## src/rtl/mark_sweep_collector_core_assert.svh

```systemverilog
// Assertion macros shared by the collector RTL.
`ifndef MARK_SWEEP_COLLECTOR_CORE_ASSERT_SVH
`define MARK_SWEEP_COLLECTOR_CORE_ASSERT_SVH
`ifndef ASSERT_OFF
`define MSC_ASSERT_IMPLY(label, ante, cons) \
   label: assert property (@(posedge clock) disable iff (reset) (ante) |-> (cons)) \
      else $error("collector check failed: same-cycle implication");
`define MSC_ASSERT_NEXT(label, ante, cons) \
   label: assert property (@(posedge clock) disable iff (reset) (ante) |=> (cons)) \
      else $error("collector check failed: next-cycle implication");
`else
`define MSC_ASSERT_IMPLY(label, ante, cons)
`define MSC_ASSERT_NEXT(label, ante, cons)
`endif
`endif

```

## src/rtl/msc_pkg.sv

```systemverilog
// Shared constants, codes and types of the mark-sweep collector.
package msc_pkg;

   localparam int NUM_OBJECTS  = 32;
   localparam int MAX_CHILDREN = 8;

   localparam int OBJ_W      = $clog2(NUM_OBJECTS);
   localparam int SLOT_W     = $clog2(MAX_CHILDREN);
   localparam int CNT_W      = $clog2(MAX_CHILDREN + 1);
   localparam int REF_W      = $clog2(NUM_OBJECTS + 1);
   localparam int KIND_W     = 3;
   localparam int STATUS_W   = 3;
   localparam int SURV_W     = $clog2(NUM_OBJECTS + 1);
   localparam int OP_W       = 2;
   localparam int META_W     = KIND_W + CNT_W;
   localparam int REF_ADDR_W = OBJ_W + SLOT_W;
   localparam int REF_DEPTH  = NUM_OBJECTS * MAX_CHILDREN;

   localparam logic [KIND_W-1:0] KIND_VECTOR3 = 3'd3;
   localparam logic [KIND_W-1:0] KIND_ARRAY   = 3'd4;

   typedef enum logic [OP_W-1:0] {
      OP_CREATE  = 2'd0,
      OP_SET     = 2'd1,
      OP_ROOT    = 2'd2,
      OP_COLLECT = 2'd3
   } op_type;

   typedef enum logic [STATUS_W-1:0] {
      STAT_OK         = 3'd0,
      STAT_IN_USE     = 3'd1,
      STAT_NOT_LIVE   = 3'd2,
      STAT_BAD_CHILD  = 3'd3,
      STAT_BAD_TARGET = 3'd4
   } status_type;

   typedef enum logic [10:0] {
      S_IDLE   = 11'b00000000001,
      S_CLEAR  = 11'b00000000010,
      S_SET_RD = 11'b00000000100,
      S_EMIT   = 11'b00000001000,
      S_C_PUSH = 11'b00000010000,
      S_C_POP  = 11'b00000100000,
      S_C_META = 11'b00001000000,
      S_C_REF  = 11'b00010000000,
      S_SWEEP  = 11'b00100000000,
      S_FINAL  = 11'b01000000000,
      S_SPARE  = 11'b10000000000
   } state_type;

endpackage

```

## src/rtl/mark_sweep_collector_core.sv

```systemverilog
// Mark-sweep collector: object table, tracer and sweeper over slot memories.
//
// Request channel (req_*): one word per op; req_tuser carries the op code,
// req_tdata the object fields. A word is taken only while the core is idle.
// Response channel (rsp_*): create, set and root give one word with tlast
// high; create first clears the child row one entry a cycle. Collect gives
// one word per freed slot (tuser high, tlast low) and a final word with the
// survivor count and tlast high. Collect scans every slot for roots, then
// traces each reached object and its child references, where the single
// read port of the reference memory sets the pace, then sweeps every slot.
// Responses sit in one output register; while the receiver stalls the
// sequencer holds at its next response and resumes when the word is taken.
// Reset (synchronous, active high) clears the live, mark and root flags,
// the gray stack pointer and the sequencer; the kind, count and reference
// memories are not cleared, a create writes them before any read.
module mark_sweep_collector_core (
   input  logic        clock,
   input  logic        reset,
   input  logic        req_tvalid,
   output logic        req_tready,
   // [4:0] obj_index, [7:5] obj_kind, [11:8] array_size, [14:12] child_slot,
   // [19:15] target_index, [20] target_present, [23:21] zero
   input  logic [23:0] req_tdata,
   // [1:0] op
   input  logic [1:0]  req_tuser,
   output logic        rsp_tvalid,
   input  logic        rsp_tready,
   // [2:0] status, [7:3] freed_index, [13:8] survivors, [15:14] zero
   output logic [15:0] rsp_tdata,
   // [0] freed_valid
   output logic        rsp_tuser,
   output logic        rsp_tlast
);

   localparam int OBJ_W  = msc_pkg::OBJ_W;
   localparam int SLOT_W = msc_pkg::SLOT_W;
   localparam int CNT_W  = msc_pkg::CNT_W;
   localparam int REF_W  = msc_pkg::REF_W;
   localparam int KIND_W = msc_pkg::KIND_W;
   localparam int SURV_W = msc_pkg::SURV_W;
   localparam int NOBJ   = msc_pkg::NUM_OBJECTS;

   // request fields
   logic [OBJ_W-1:0]  req_idx;
   logic [KIND_W-1:0] req_kind;
   logic [3:0]        req_asize;
   logic [SLOT_W-1:0] req_cslot;
   logic [OBJ_W-1:0]  req_tgt;
   logic              req_tpres;
   logic              req_accept;

   assign req_idx    = req_tdata[4:0];
   assign req_kind   = req_tdata[7:5];
   assign req_asize  = req_tdata[11:8];
   assign req_cslot  = req_tdata[14:12];
   assign req_tgt    = req_tdata[19:15];
   assign req_tpres  = req_tdata[20];
   assign req_accept = req_tvalid && req_tready;

   // control and flag registers
   msc_pkg::state_type  state_ff, state_in;
   msc_pkg::status_type status_ff, status_in;
   logic [NOBJ-1:0]   live_ff, live_in;
   logic [NOBJ-1:0]   mark_ff, mark_in;
   logic [NOBJ-1:0]   root_ff, root_in;
   logic [OBJ_W:0]    top_ff, top_in;
   logic [OBJ_W-1:0]  ptr_ff, ptr_in;
   logic [SLOT_W-1:0] cnt_ff, cnt_in;
   logic [CNT_W-1:0]  nch_ff, nch_in;
   logic [OBJ_W-1:0]  cur_ff, cur_in;
   logic [SURV_W-1:0] surv_ff, surv_in;
   logic [OBJ_W-1:0]  idx_ff, idx_in;
   logic [SLOT_W-1:0] cslot_ff, cslot_in;
   logic [OBJ_W-1:0]  tgt_ff, tgt_in;
   logic              tpres_ff, tpres_in;

   // output register
   logic                  rsp_valid_ff, rsp_valid_in;
   msc_pkg::status_type   rsp_status_ff, rsp_status_in;
   logic                  rsp_fv_ff, rsp_fv_in;
   logic [OBJ_W-1:0]      rsp_fi_ff, rsp_fi_in;
   logic [SURV_W-1:0]     rsp_surv_ff, rsp_surv_in;
   logic                  rsp_last_ff, rsp_last_in;

   // gray stack
   logic [OBJ_W-1:0] stack_ff [NOBJ];
   logic             push_en;
   logic [OBJ_W-1:0] push_data;
   logic [OBJ_W-1:0] stack_top;

   // memories
   logic                         meta_we;
   logic [OBJ_W-1:0]             meta_waddr;
   logic [msc_pkg::META_W-1:0]   meta_wdata;
   logic [OBJ_W-1:0]             meta_raddr;
   logic [msc_pkg::META_W-1:0]   meta_rdata;
   logic                         ref_we;
   logic [msc_pkg::REF_ADDR_W-1:0] ref_waddr;
   logic [REF_W-1:0]             ref_wdata;
   logic [msc_pkg::REF_ADDR_W-1:0] ref_raddr;
   logic [REF_W-1:0]             ref_rdata;

   // decoded values
   logic              out_free;
   logic [CNT_W-1:0]  create_nch;
   logic [KIND_W-1:0] rd_kind;
   logic [CNT_W-1:0]  rd_count;
   logic [OBJ_W-1:0]  ref_target;

   assign out_free   = !rsp_valid_ff || rsp_tready;
   assign stack_top  = stack_ff[OBJ_W'(top_ff - 1'b1)];
   assign rd_kind    = meta_rdata[msc_pkg::META_W-1:CNT_W];
   assign rd_count   = meta_rdata[CNT_W-1:0];
   assign ref_target = OBJ_W'(ref_rdata - 1'b1);
   assign meta_raddr = (state_ff == msc_pkg::S_IDLE) ? req_idx : stack_top;
   assign ref_raddr  = (state_ff == msc_pkg::S_C_META) ? {cur_ff, SLOT_W'(0)}
                                                       : {cur_ff, SLOT_W'(cnt_ff + 1'b1)};

   // child count of a new object
   always_comb begin
      if (req_kind == msc_pkg::KIND_VECTOR3) begin
         create_nch = CNT_W'(3);
      end else if (req_kind == msc_pkg::KIND_ARRAY) begin
         create_nch = (CNT_W'(req_asize) > CNT_W'(msc_pkg::MAX_CHILDREN))
                      ? CNT_W'(msc_pkg::MAX_CHILDREN) : CNT_W'(req_asize);
      end else begin
         create_nch = '0;
      end
   end

   msc_ram #(.WIDTH(msc_pkg::META_W), .DEPTH(NOBJ)) u_meta_ram (
      .clock   (clock),
      .wr_en   (meta_we),
      .wr_addr (meta_waddr),
      .wr_data (meta_wdata),
      .rd_addr (meta_raddr),
      .rd_data (meta_rdata)
   );

   msc_ram #(.WIDTH(REF_W), .DEPTH(msc_pkg::REF_DEPTH)) u_ref_ram (
      .clock   (clock),
      .wr_en   (ref_we),
      .wr_addr (ref_waddr),
      .wr_data (ref_wdata),
      .rd_addr (ref_raddr),
      .rd_data (ref_rdata)
   );

   // sequencer
   always_comb begin
      state_in   = state_ff;
      status_in  = status_ff;
      live_in    = live_ff;
      mark_in    = mark_ff;
      root_in    = root_ff;
      top_in     = top_ff;
      ptr_in     = ptr_ff;
      cnt_in     = cnt_ff;
      nch_in     = nch_ff;
      cur_in     = cur_ff;
      surv_in    = surv_ff;
      idx_in     = idx_ff;
      cslot_in   = cslot_ff;
      tgt_in     = tgt_ff;
      tpres_in   = tpres_ff;
      rsp_valid_in  = rsp_valid_ff && !rsp_tready;
      rsp_status_in = rsp_status_ff;
      rsp_fv_in     = rsp_fv_ff;
      rsp_fi_in     = rsp_fi_ff;
      rsp_surv_in   = rsp_surv_ff;
      rsp_last_in   = rsp_last_ff;
      push_en    = 1'b0;
      push_data  = ptr_ff;
      meta_we    = 1'b0;
      meta_waddr = req_idx;
      meta_wdata = {req_kind, create_nch};
      ref_we     = 1'b0;
      ref_waddr  = {idx_ff, cnt_ff};
      ref_wdata  = '0;

      unique case (state_ff)
         msc_pkg::S_IDLE: begin
            if (req_accept) begin
               idx_in   = req_idx;
               cslot_in = req_cslot;
               tgt_in   = req_tgt;
               tpres_in = req_tpres;
               unique case (msc_pkg::op_type'(req_tuser))
                  msc_pkg::OP_CREATE: begin
                     if (live_ff[req_idx]) begin
                        status_in = msc_pkg::STAT_IN_USE;
                        state_in  = msc_pkg::S_EMIT;
                     end else begin
                        live_in[req_idx] = 1'b1;
                        mark_in[req_idx] = 1'b0;
                        root_in[req_idx] = 1'b0;
                        meta_we  = 1'b1;
                        cnt_in   = '0;
                        state_in = msc_pkg::S_CLEAR;
                     end
                  end
                  msc_pkg::OP_SET: begin
                     state_in = msc_pkg::S_SET_RD;
                  end
                  msc_pkg::OP_ROOT: begin
                     if (live_ff[req_idx]) begin
                        root_in[req_idx] = 1'b1;
                        status_in = msc_pkg::STAT_OK;
                     end else begin
                        status_in = msc_pkg::STAT_NOT_LIVE;
                     end
                     state_in = msc_pkg::S_EMIT;
                  end
                  msc_pkg::OP_COLLECT: begin
                     mark_in  = mark_ff | (live_ff & root_ff);
                     ptr_in   = '0;
                     top_in   = '0;
                     state_in = msc_pkg::S_C_PUSH;
                  end
                  default: ;
               endcase
            end
         end

         // null every child reference of a new object
         msc_pkg::S_CLEAR: begin
            ref_we = 1'b1;
            cnt_in = cnt_ff + 1'b1;
            if (cnt_ff == SLOT_W'(msc_pkg::MAX_CHILDREN - 1)) begin
               status_in = msc_pkg::STAT_OK;
               state_in  = msc_pkg::S_EMIT;
            end
         end

         // child count is back from the meta RAM
         msc_pkg::S_SET_RD: begin
            if (!live_ff[idx_ff]) begin
               status_in = msc_pkg::STAT_NOT_LIVE;
            end else if (CNT_W'(cslot_ff) >= rd_count) begin
               status_in = msc_pkg::STAT_BAD_CHILD;
            end else if (tpres_ff && !live_ff[tgt_ff]) begin
               status_in = msc_pkg::STAT_BAD_TARGET;
            end else begin
               status_in = msc_pkg::STAT_OK;
               ref_we    = 1'b1;
               ref_waddr = {idx_ff, cslot_ff};
               ref_wdata = tpres_ff ? (REF_W'(tgt_ff) + 1'b1) : '0;
            end
            state_in = msc_pkg::S_EMIT;
         end

         msc_pkg::S_EMIT: begin
            if (out_free) begin
               rsp_valid_in  = 1'b1;
               rsp_status_in = status_ff;
               rsp_fv_in     = 1'b0;
               rsp_fi_in     = '0;
               rsp_surv_in   = '0;
               rsp_last_in   = 1'b1;
               state_in      = msc_pkg::S_IDLE;
            end
         end

         // push every marked root in ascending slot order
         msc_pkg::S_C_PUSH: begin
            if (live_ff[ptr_ff] && mark_ff[ptr_ff]) begin
               push_en   = 1'b1;
               push_data = ptr_ff;
               top_in    = top_ff + 1'b1;
            end
            ptr_in = ptr_ff + 1'b1;
            if (ptr_ff == OBJ_W'(NOBJ - 1)) begin
               state_in = msc_pkg::S_C_POP;
            end
         end

         // pop one gray object, its meta read is issued here
         msc_pkg::S_C_POP: begin
            if (top_ff == '0) begin
               ptr_in   = '0;
               surv_in  = '0;
               state_in = msc_pkg::S_SWEEP;
            end else begin
               top_in   = top_ff - 1'b1;
               cur_in   = stack_top;
               state_in = msc_pkg::S_C_META;
            end
         end

         // only vector3 and array objects have children to trace
         msc_pkg::S_C_META: begin
            if ((rd_kind == msc_pkg::KIND_VECTOR3 || rd_kind == msc_pkg::KIND_ARRAY)
                && rd_count != '0) begin
               nch_in   = rd_count;
               cnt_in   = '0;
               state_in = msc_pkg::S_C_REF;
            end else begin
               state_in = msc_pkg::S_C_POP;
            end
         end

         // one child reference a cycle, next read already in flight
         msc_pkg::S_C_REF: begin
            if (ref_rdata != '0 && live_ff[ref_target] && !mark_ff[ref_target]) begin
               mark_in[ref_target] = 1'b1;
               push_en   = 1'b1;
               push_data = ref_target;
               top_in    = top_ff + 1'b1;
            end
            cnt_in = cnt_ff + 1'b1;
            if (CNT_W'(cnt_ff) + 1'b1 >= nch_ff) begin
               state_in = msc_pkg::S_C_POP;
            end
         end

         // free unmarked live slots, clear marks of survivors
         msc_pkg::S_SWEEP: begin
            if (!live_ff[ptr_ff] || mark_ff[ptr_ff] || out_free) begin
               if (live_ff[ptr_ff]) begin
                  if (mark_ff[ptr_ff]) begin
                     mark_in[ptr_ff] = 1'b0;
                     surv_in = surv_ff + 1'b1;
                  end else begin
                     live_in[ptr_ff] = 1'b0;
                     root_in[ptr_ff] = 1'b0;
                     rsp_valid_in  = 1'b1;
                     rsp_status_in = msc_pkg::STAT_OK;
                     rsp_fv_in     = 1'b1;
                     rsp_fi_in     = ptr_ff;
                     rsp_surv_in   = '0;
                     rsp_last_in   = 1'b0;
                  end
               end
               ptr_in = ptr_ff + 1'b1;
               if (ptr_ff == OBJ_W'(NOBJ - 1)) begin
                  state_in = msc_pkg::S_FINAL;
               end
            end
         end

         msc_pkg::S_FINAL: begin
            if (out_free) begin
               rsp_valid_in  = 1'b1;
               rsp_status_in = msc_pkg::STAT_OK;
               rsp_fv_in     = 1'b0;
               rsp_fi_in     = '0;
               rsp_surv_in   = surv_ff;
               rsp_last_in   = 1'b1;
               state_in      = msc_pkg::S_IDLE;
            end
         end

         default: begin
            state_in = msc_pkg::S_IDLE;
         end
      endcase
   end

   // control registers
   always_ff @(posedge clock) begin
      if (reset) begin
         state_ff     <= msc_pkg::S_IDLE;
         live_ff      <= '0;
         mark_ff      <= '0;
         root_ff      <= '0;
         top_ff       <= '0;
         rsp_valid_ff <= 1'b0;
      end else begin
         state_ff     <= state_in;
         live_ff      <= live_in;
         mark_ff      <= mark_in;
         root_ff      <= root_in;
         top_ff       <= top_in;
         rsp_valid_ff <= rsp_valid_in;
      end
   end

   // payload registers
   always_ff @(posedge clock) begin
      status_ff     <= status_in;
      ptr_ff        <= ptr_in;
      cnt_ff        <= cnt_in;
      nch_ff        <= nch_in;
      cur_ff        <= cur_in;
      surv_ff       <= surv_in;
      idx_ff        <= idx_in;
      cslot_ff      <= cslot_in;
      tgt_ff        <= tgt_in;
      tpres_ff      <= tpres_in;
      rsp_status_ff <= rsp_status_in;
      rsp_fv_ff     <= rsp_fv_in;
      rsp_fi_ff     <= rsp_fi_in;
      rsp_surv_ff   <= rsp_surv_in;
      rsp_last_ff   <= rsp_last_in;
      if (push_en) begin
         stack_ff[top_ff[OBJ_W-1:0]] <= push_data;
      end
   end

   assign req_tready = (state_ff == msc_pkg::S_IDLE);
   assign rsp_tvalid = rsp_valid_ff;
   assign rsp_tdata  = {2'b00, rsp_surv_ff, rsp_fi_ff, rsp_status_ff};
   assign rsp_tuser  = rsp_fv_ff;
   assign rsp_tlast  = rsp_last_ff;

   // checks
   `include "mark_sweep_collector_core_assert.svh"

   `MSC_ASSERT_IMPLY(a_freed_not_last, rsp_valid_ff && rsp_fv_ff, !rsp_last_ff)
   `MSC_ASSERT_IMPLY(a_idle_stack_empty, state_ff == msc_pkg::S_IDLE, top_ff == '0)
   `MSC_ASSERT_NEXT(a_accept_leaves_idle, req_accept, state_ff != msc_pkg::S_IDLE)

endmodule

```

## src/rtl/msc_ram.sv

```systemverilog
// Generic single-write, single-read synchronous RAM with registered read data.
module msc_ram #(
   parameter int WIDTH = 8,
   parameter int DEPTH = 32
) (
   input  logic                     clock,
   input  logic                     wr_en,
   input  logic [$clog2(DEPTH)-1:0] wr_addr,
   input  logic [WIDTH-1:0]         wr_data,
   input  logic [$clog2(DEPTH)-1:0] rd_addr,
   output logic [WIDTH-1:0]         rd_data
);

   logic [WIDTH-1:0] mem [DEPTH];

   always_ff @(posedge clock) begin
      if (wr_en) begin
         mem[wr_addr] <= wr_data;
      end
      rd_data <= mem[rd_addr];
   end

endmodule
```

## config.mk

```make
export PLATFORM = sky130hd
export DESIGN_NAME = mark_sweep_collector_core
export DESIGN_NICKNAME = d
export VERILOG_FILES = /design/src/rtl/msc_pkg.sv /design/src/rtl/mark_sweep_collector_core.sv /design/src/rtl/msc_ram.sv
export VERILOG_INCLUDE_DIRS = /design/src /design/src/rtl
export SDC_FILE = /design/constraint.sdc
export NUM_CORES = 2
export LEC_CHECK = 0
export ABC_AREA = 1
export BUFFER_PORTS_ARGS = -buffer_cell sky130_fd_sc_hd__buf_2
export CORE_UTILIZATION = 55
export CTS_CLUSTER_SIZE = 16
export DETAILED_ROUTE_END_ITERATION = 10
export GPL_ROUTABILITY_DRIVEN = 1
export PLACE_DENSITY_LB_ADDON = 0.05
export SYNTH_ARGS = -nofsm -noshare
export SYNTH_HDL_FRONTEND = slang
export SYNTH_SLANG_ARGS = --single-unit
export TNS_END_PERCENT = 50
```

## constraint.sdc

```tcl
create_clock -name clock -period 14.5 [get_ports clock]
set_input_delay 2.175 -clock clock [delete_from_list [all_inputs] [get_ports clock]]
set_output_delay 2.175 -clock clock [all_outputs]
set_load 0.01 [all_outputs]
```

# [After elaboration in Yosys (flattened, before gate mapping)]
# Memories as Yosys holds them, arrays and structs flattened. A register that Yosys moved wholly into a read port is not among the register bits.
# Cells that the tools add are included.
[word_totals] regBits=170 mem_bits_rw=1920 inputBits=30 wordCells=298 memories=3
[mem_list] name="u_ref_ram.mem" depth=256 width=6 read_ports=1 rd_clocked_by_memory_dff=1 wr=1 line_no="msc_ram.sv:14" text="logic [WIDTH-1:0] mem [DEPTH];"
[mem_list] name="u_meta_ram.mem" depth=32 width=7 read_ports=1 rd_clocked_by_memory_dff=1 wr=1 line_no="msc_ram.sv:14"
[mem_list] name="stack_ff" depth=32 width=5 read_ports=1 rd_clocked_by_memory_dff=0 wr=1 line_no="mark_sweep_collector_core.sv:86" text="logic [OBJ_W-1:0] stack_ff [NOBJ];"
[classes] n_addsub=8 order_cmp=11 n_eq_ne=44 n_mux=150 bitwise_logic=13 reduce_logical=48
[op_table] cell="2-to-1 mux 32 bit" count=18
[op_table] cell="one-hot mux 32 bit (2 select lines)" count=4
[op_table] cell="bitwise AND 32 bit" count=6
[op_table] cell="bitwise OR 32 bit" count=4
[op_table] cell="2-to-1 mux 6 bit" count=19
[op_table] cell="one-hot mux 11 bit (9 select lines)" count=1
[op_table] cell="one-hot mux 32 bit (3 select lines)" count=1
[op_table] cell="2-to-1 mux 11 bit" count=7
[op_table] cell="inverter 32 bit" count=2
[op_table] cell="2-to-1 mux 3 bit" count=20
[op_table] cell="2-to-1 mux 5 bit" count=11
[op_table] cell="one-hot mux 11 bit (4 select lines)" count=1
[op_table] cell="2-to-1 mux 1 bit" count=37
[op_table] cell="binary-select mux 1 bit (select 5 bit)" count=7
[op_table] cell="less-than comparator 5 x 6 -> 1 bit, second input constant" count=5
[op_table] cell="inequality test 2 bit, second input constant" count=15
[op_table] cell="one-hot mux 3 bit (3 select lines)" count=3
[op_table] cell="AND reduction 5 bit" count=5
[op_table] cell="one-hot mux 6 bit (4 select lines)" count=1
[op_table] cell="one-hot mux 5 bit (4 select lines)" count=1
[op_table] cell="one-hot mux 6 bit (3 select lines)" count=1
[op_table] cell="2-to-1 mux 4 bit" count=4
[op_table] cell="AND reduction 8 bit" count=2
[op_table] cell="demux 1 bit (select 5 bit)" count=3
[op_table] cell="50 further kinds" count=96

# [Logic depth before layout (Yosys ltp)]
[logic_depth] ltp_word=10 mapped_depth=23 depth_no_buf=19

# [Cells and area by module]
# A second synthesis with hierarchy kept.
[unflattened] hier_cells=8707 hier_area_um2=91775.5
[by_module_without_submodules] module="msc_ram at u_ref_ram" n_inst=1 cells_each=5386 area_each_um2=63151.8
[by_module_without_submodules] module="mark_sweep_collector_core" n_inst=1 cells_each=2508 area_each_um2=19207.2
[by_module_without_submodules] module="msc_ram at u_meta_ram" n_inst=1 cells_each=813 area_each_um2=9416.5

# [Worst setup path after synthesis]
# Ideal clock, no wire load.
[synth_path] path_type="register to register" from="register cslot_ff[1]" to="memory u_ref_ram.mem[0][3] (netlist bit), data pin" setup_time_ns=2.214 t_arrival_ns=11.935 required_ns=12.286 path_slack_ns=0.351 path_stages_with_launch=10 synth_period_minus_slack_ns=14.149 cell_sequence="edfxtp_1 -> ha_1 -> a21boi_0 -> o21ai_0 -> a21oi_1 -> nor2_1 -> nand2_2 -> nor2_8 -> nand2_1 -> nor3b_1"
[synth_between] elab_chain_len=4
[synth_lines] element="from (decl)" line_no="mark_sweep_collector_core.sv:73" text="logic [SLOT_W-1:0] cslot_ff, cslot_in;"
[synth_lines] element="from (signal assigned)" line_no="mark_sweep_collector_core.sv:387" text="cslot_ff <= cslot_in;"
[synth_lines] element=">= comparator 3 x 4 -> 1 bit" line_no="mark_sweep_collector_core.sv:239" text="end else if (CNT_W'(cslot_ff) >= rd_count) begin"
[synth_lines] element="2-to-1 mux 6 bit" line_no="mark_sweep_collector_core.sv:239"
[synth_lines] element="2-to-1 mux 6 bit" line_no="mark_sweep_collector_core.sv:237" text="if (!live_ff[idx_ff]) begin"
[synth_lines] element="2-to-1 mux 6 bit" line_no="mark_sweep_collector_core.sv:181" text="unique case (state_ff)"
[synth_lines] element="net ref_wdata[3]" line_no="mark_sweep_collector_core.sv:99" text="logic [REF_W-1:0] ref_wdata;"
[synth_lines] element="to (decl)" line_no="msc_ram.sv:14"
# The timed path passes the listed nets, and every way through them passes these cells.

# [Worst setup path after layout]
[layout_path] from="register top_ff[0]" to="register u_meta_ram.rd_data[1], read port of u_meta_ram.mem"
[layout_between] elab_chain_len=3
[layout_lines] element="from (decl)" line_no="mark_sweep_collector_core.sv:66" text="logic [OBJ_W:0] top_ff, top_in;"
[layout_lines] element="from (signal assigned)" line_no="mark_sweep_collector_core.sv:373" text="top_ff <= top_in;"
[layout_lines] element="subtractor 6 x 1 -> 6 bit"
[layout_lines] element="memory (32 x 5 bit)"
[layout_lines] element="2-to-1 mux 5 bit" line_no="mark_sweep_collector_core.sv:115" text="assign meta_raddr = (state_ff == msc_pkg::S_IDLE) ? req_idx : stack_top;"
[layout_lines] element="to (decl)" line_no="msc_ram.sv:11" text="output logic [WIDTH-1:0] rd_data"
# Every way passes these cells.
# A chain may end at the register's enable or synchronous reset.

==> results.sh <==
export IMPL_status="completed"
export IMPL_vias=67836
export IMPL_dieHeight_um=420
export IMPL_syn_area_um2=95900
export IMPL_row_count=152
export IMPL_ios=50
export IMPL_synth_edf_count=1976
export IMPL_grt_busiest_layer="met2"
export IMPL_finClkSkew_ns=0.0307
export IMPL_fin_tns_setup_ns=0
export IMPL_synthArstFlopShare_pct=0
export IMPL_hpwl_um=156000
export IMPL_cts_resized=0
export IMPL_worstSetupPathType="register to register"
export IMPL_p_per_area_nw_per_um2=206
export IMPL_gp_congestion=0.943
export IMPL_htree_levels=4
export IMPL_grt_use_met1_pct=41.2
export IMPL_first_global_vias=64740
export IMPL_critPathMaxStageDelay_ns=0.92
export IMPL_viasPerCell=5.85
export IMPL_num_antenna_cells=0
export IMPL_overflow=0
export IMPL_nFillCells=14345
export IMPL_slew_limit_headroom_pct=4.75
export IMPL_cts_made_buffers=213
export IMPL_area_delta_synth_final_pct=8.41
export IMPL_final_cell_mix="nand2_1, edfxtp_1, nand3_1, inv_1, nor2_1"
export IMPL_cts_buffer_depth=3
export IMPL_yosys_warnings=0
export IMPL_synthDistinctLibCells=59
export IMPL_drive_above_1_share_pct=7.78
export IMPL_clk_latency_ns=0.88
export IMPL_drcViolationCount=0
export IMPL_ctsHoldBuffers=0
export IMPL_grt_max_degree=212
export IMPL_final_common_cell="nand2_1"
export IMPL_antenna_found_initial=4
export IMPL_tightest_slew_ns=1.43
export IMPL_route_antenna_remaining_nets=0
export IMPL_use_met2_pct=49.6
export IMPL_cp_end_kind="register"
export IMPL_required_ns=15.25
export IMPL_drt_first_pass_iters=8
export IMPL_dieArea_um2=176000
export IMPL_drt_iter0_markers=6736
export IMPL_cp_arrival_ns=6.87
export IMPL_drv_slew=0
export IMPL_final_nets=9150
export IMPL_slowest_stage="buf_4"
export IMPL_timing_final_hold_violations=0
export IMPL_vdd_ir_drop_max_mv=0.259
export IMPL_cp_start_kind="register"
export IMPL_postCtsSetupRepairBufs=0
export IMPL_cp_max_fo=105
export IMPL_synth_ff_type="edfxtp_1"
export IMPL_max_freq_mhz=163
export IMPL_r2r_cells=21
export IMPL_cts_num_sinks=2102
export IMPL_hold_depth=2
export IMPL_initial_core_util_pct=55.7
export IMPL_yosys_register_bits=2102
export IMPL_cts_tree="built"
export IMPL_crit_chain="buf_4 > inv_2 > buf_4 > ha_1 > inv_1 > nand2_1 > nand2_1 > inv_2 > nand3_1 > nand3_1 > nand3_1 > nand3_4 > nand2_2 > buf_4 > nand2_1 > nand3_1 > nand3_1 > nand3_1 > nand2_1 > nand2_1 > nand2_1"
export IMPL_rsz0062_at_grt="no"
export IMPL_drt_wl_total_um=270000
export IMPL_grt_pass1_wl_um=403000
export IMPL_wl_per_cell_um=23.3
export IMPL_crit_start="top_ff[0]$_SDFFE_PP0P_"
export IMPL_clk_pin_slew_worst_paths_ns=0.06
export IMPL_p_leak_uw=0.0381
export IMPL_finalSetupViolations=0
export IMPL_numPortBuffers=44
export IMPL_r2r_start="top_ff[0]$_SDFFE_PP0P_"
export IMPL_root_buffer="clkbuf_16"
export IMPL_min_period_ns=6.12
export IMPL_core_area_um2=172000
export IMPL_syn_avg_cell_area_um2=10.3
export IMPL_hp_class="register to register"
export IMPL_fin_crit_sh_pct=42.2
export IMPL_maxCapViolations=0
export IMPL_grt_usage_pct=30.7
export IMPL_ys_seq_area_share_pct=64.5
export IMPL_use_met3_pct=4.32
export IMPL_die_w_um=420
export IMPL_hold_worst_slack_ns=0.482
export IMPL_syn_inst=9338
[per-stage QoR]
stage	total power (uW)	setup slack (ns)	std cells	util, %	area, um2
2_1_floorplan	13300	0.351	9339	-	95900
3_3_place_gp	16000	8.50	11190	56.5	97300
3_5_place_dp	16100	8.45	11190	56.5	97300
4_1_cts	21400	8.43	11588	60.3	104000
5_1_grt	22500	8.00	11588	60.3	104000
6_report	21400	8.38	11588	60.3	104000
[power breakdown]
part           leakage [uW]  switching [uW]  internal [uW]
registers            0.0157             148           6760
clock network       0.00329            2360           2960
logic                0.0191            6790           2380
total                0.0381            9290          12100
[cells by family (layout without fill, tap and decap cells)]
kind of cell / count (synthesis) / after routing / synth area share [%]
other cells: 1 / 2 / 0.00391
flops: 2102 / 2102 / 64.5
simple gates: 4753 / 4753 / 22.8
xor+xnor: 9 / 9 / 0.0822
fa+ha+maj: 25 / 25 / 0.326
buf+inv: 1598 / 1537 / 6.85
compound gates: 850 / 850 / 5.49
[area by class of cell]
| type | count | area (um2) | area share (%) |
|---|---|---|---|
| flip-flops and latches | 2102 | 61900 | 59.5 |
| multi-input cells | 5639 | 27700 | 26.6 |
| clock buffers | 273 | 5640 | 5.42 |
| inverters | 993 | 3760 | 3.61 |
| well taps | 2310 | 2890 | 2.78 |
| repair buffers | 146 | 1100 | 1.06 |
| clock inverters | 125 | 1040 | 1.00 |
[worst paths after layout]
check                                                     end  slack (ns)
worst min register to register                       register        0.48
worst max-delay path            u_meta_ram.rd_data[1]$_DFF_P_        8.38
worst max register to register  u_meta_ram.rd_data[1]$_DFF_P_        8.38
worst min-delay path                                 register        0.48
[registers in the layout (all words and copies together), names as in the netlist, 6 cells and up, named ones only]
name                cells
top_ff                  6
u_meta_ram.mem        224
stack_ff              160
u_ref_ram.rd_data       6
live_ff                32
surv_ff                 6
u_meta_ram.rd_data      7
rsp_surv_ff             6
mark_ff                32
u_ref_ram.mem        1536
state_ff               10
[worst max-delay path: cells and delay by family, from the launching register on]
kind                     cells  cell delay (ns)
buffers and inverters        6             2.57
flip-flops                   1             0.31
AND/OR/NAND/NOR             14             2.57
adder cells (fa/ha/maj)      1             0.37
[synthesized netlist by cell type (5+ instances only)]
cell	number	area, um2
a211oi_1	7	52.6
a21oi_1	172	861
a22oi_1	14	105
a31oi_1	27	169
a32oi_1	22	193
buf_1	62	233
buf_2	217	1090
buf_4	35	263
buf_6	21	236
clkbuf_1	268	1010
clkinv_1	5	18.8
dfxtp_1	126	2520
edfxtp_1	1976	59300
ha_1	25	313
inv_1	966	3630
inv_2	20	75.1
nand2_1	2285	8580
nand2_2	12	75.1
nand2_4	5	56.3
nand3_1	1502	7520
nand3_2	12	120
nand3b_1	225	1690
nand4_1	24	150
nor2_1	391	1470
nor2_2	8	50.1
nor2_4	5	56.3
nor3_1	112	561
nor3_2	98	981
o2111ai_1	5	43.8
o211ai_1	225	1690
o21ai_0	260	1300
o21ai_1	38	190
o221ai_1	23	201
o22ai_1	10	62.6
o311ai_0	9	78.8
o31ai_1	20	150
or2_2	62	388
xor2_1	8	70.1
[routing by layer]
layer	wire [um]	up-vias	part of all wire, %
met4	12800	2	4.7
li1	-	31650	-
met5	16	-	0.0059
met2	127000	2836	47
met3	20000	624	7.4
met1	110000	32724	41
Power figures use the tool's default switching activity.
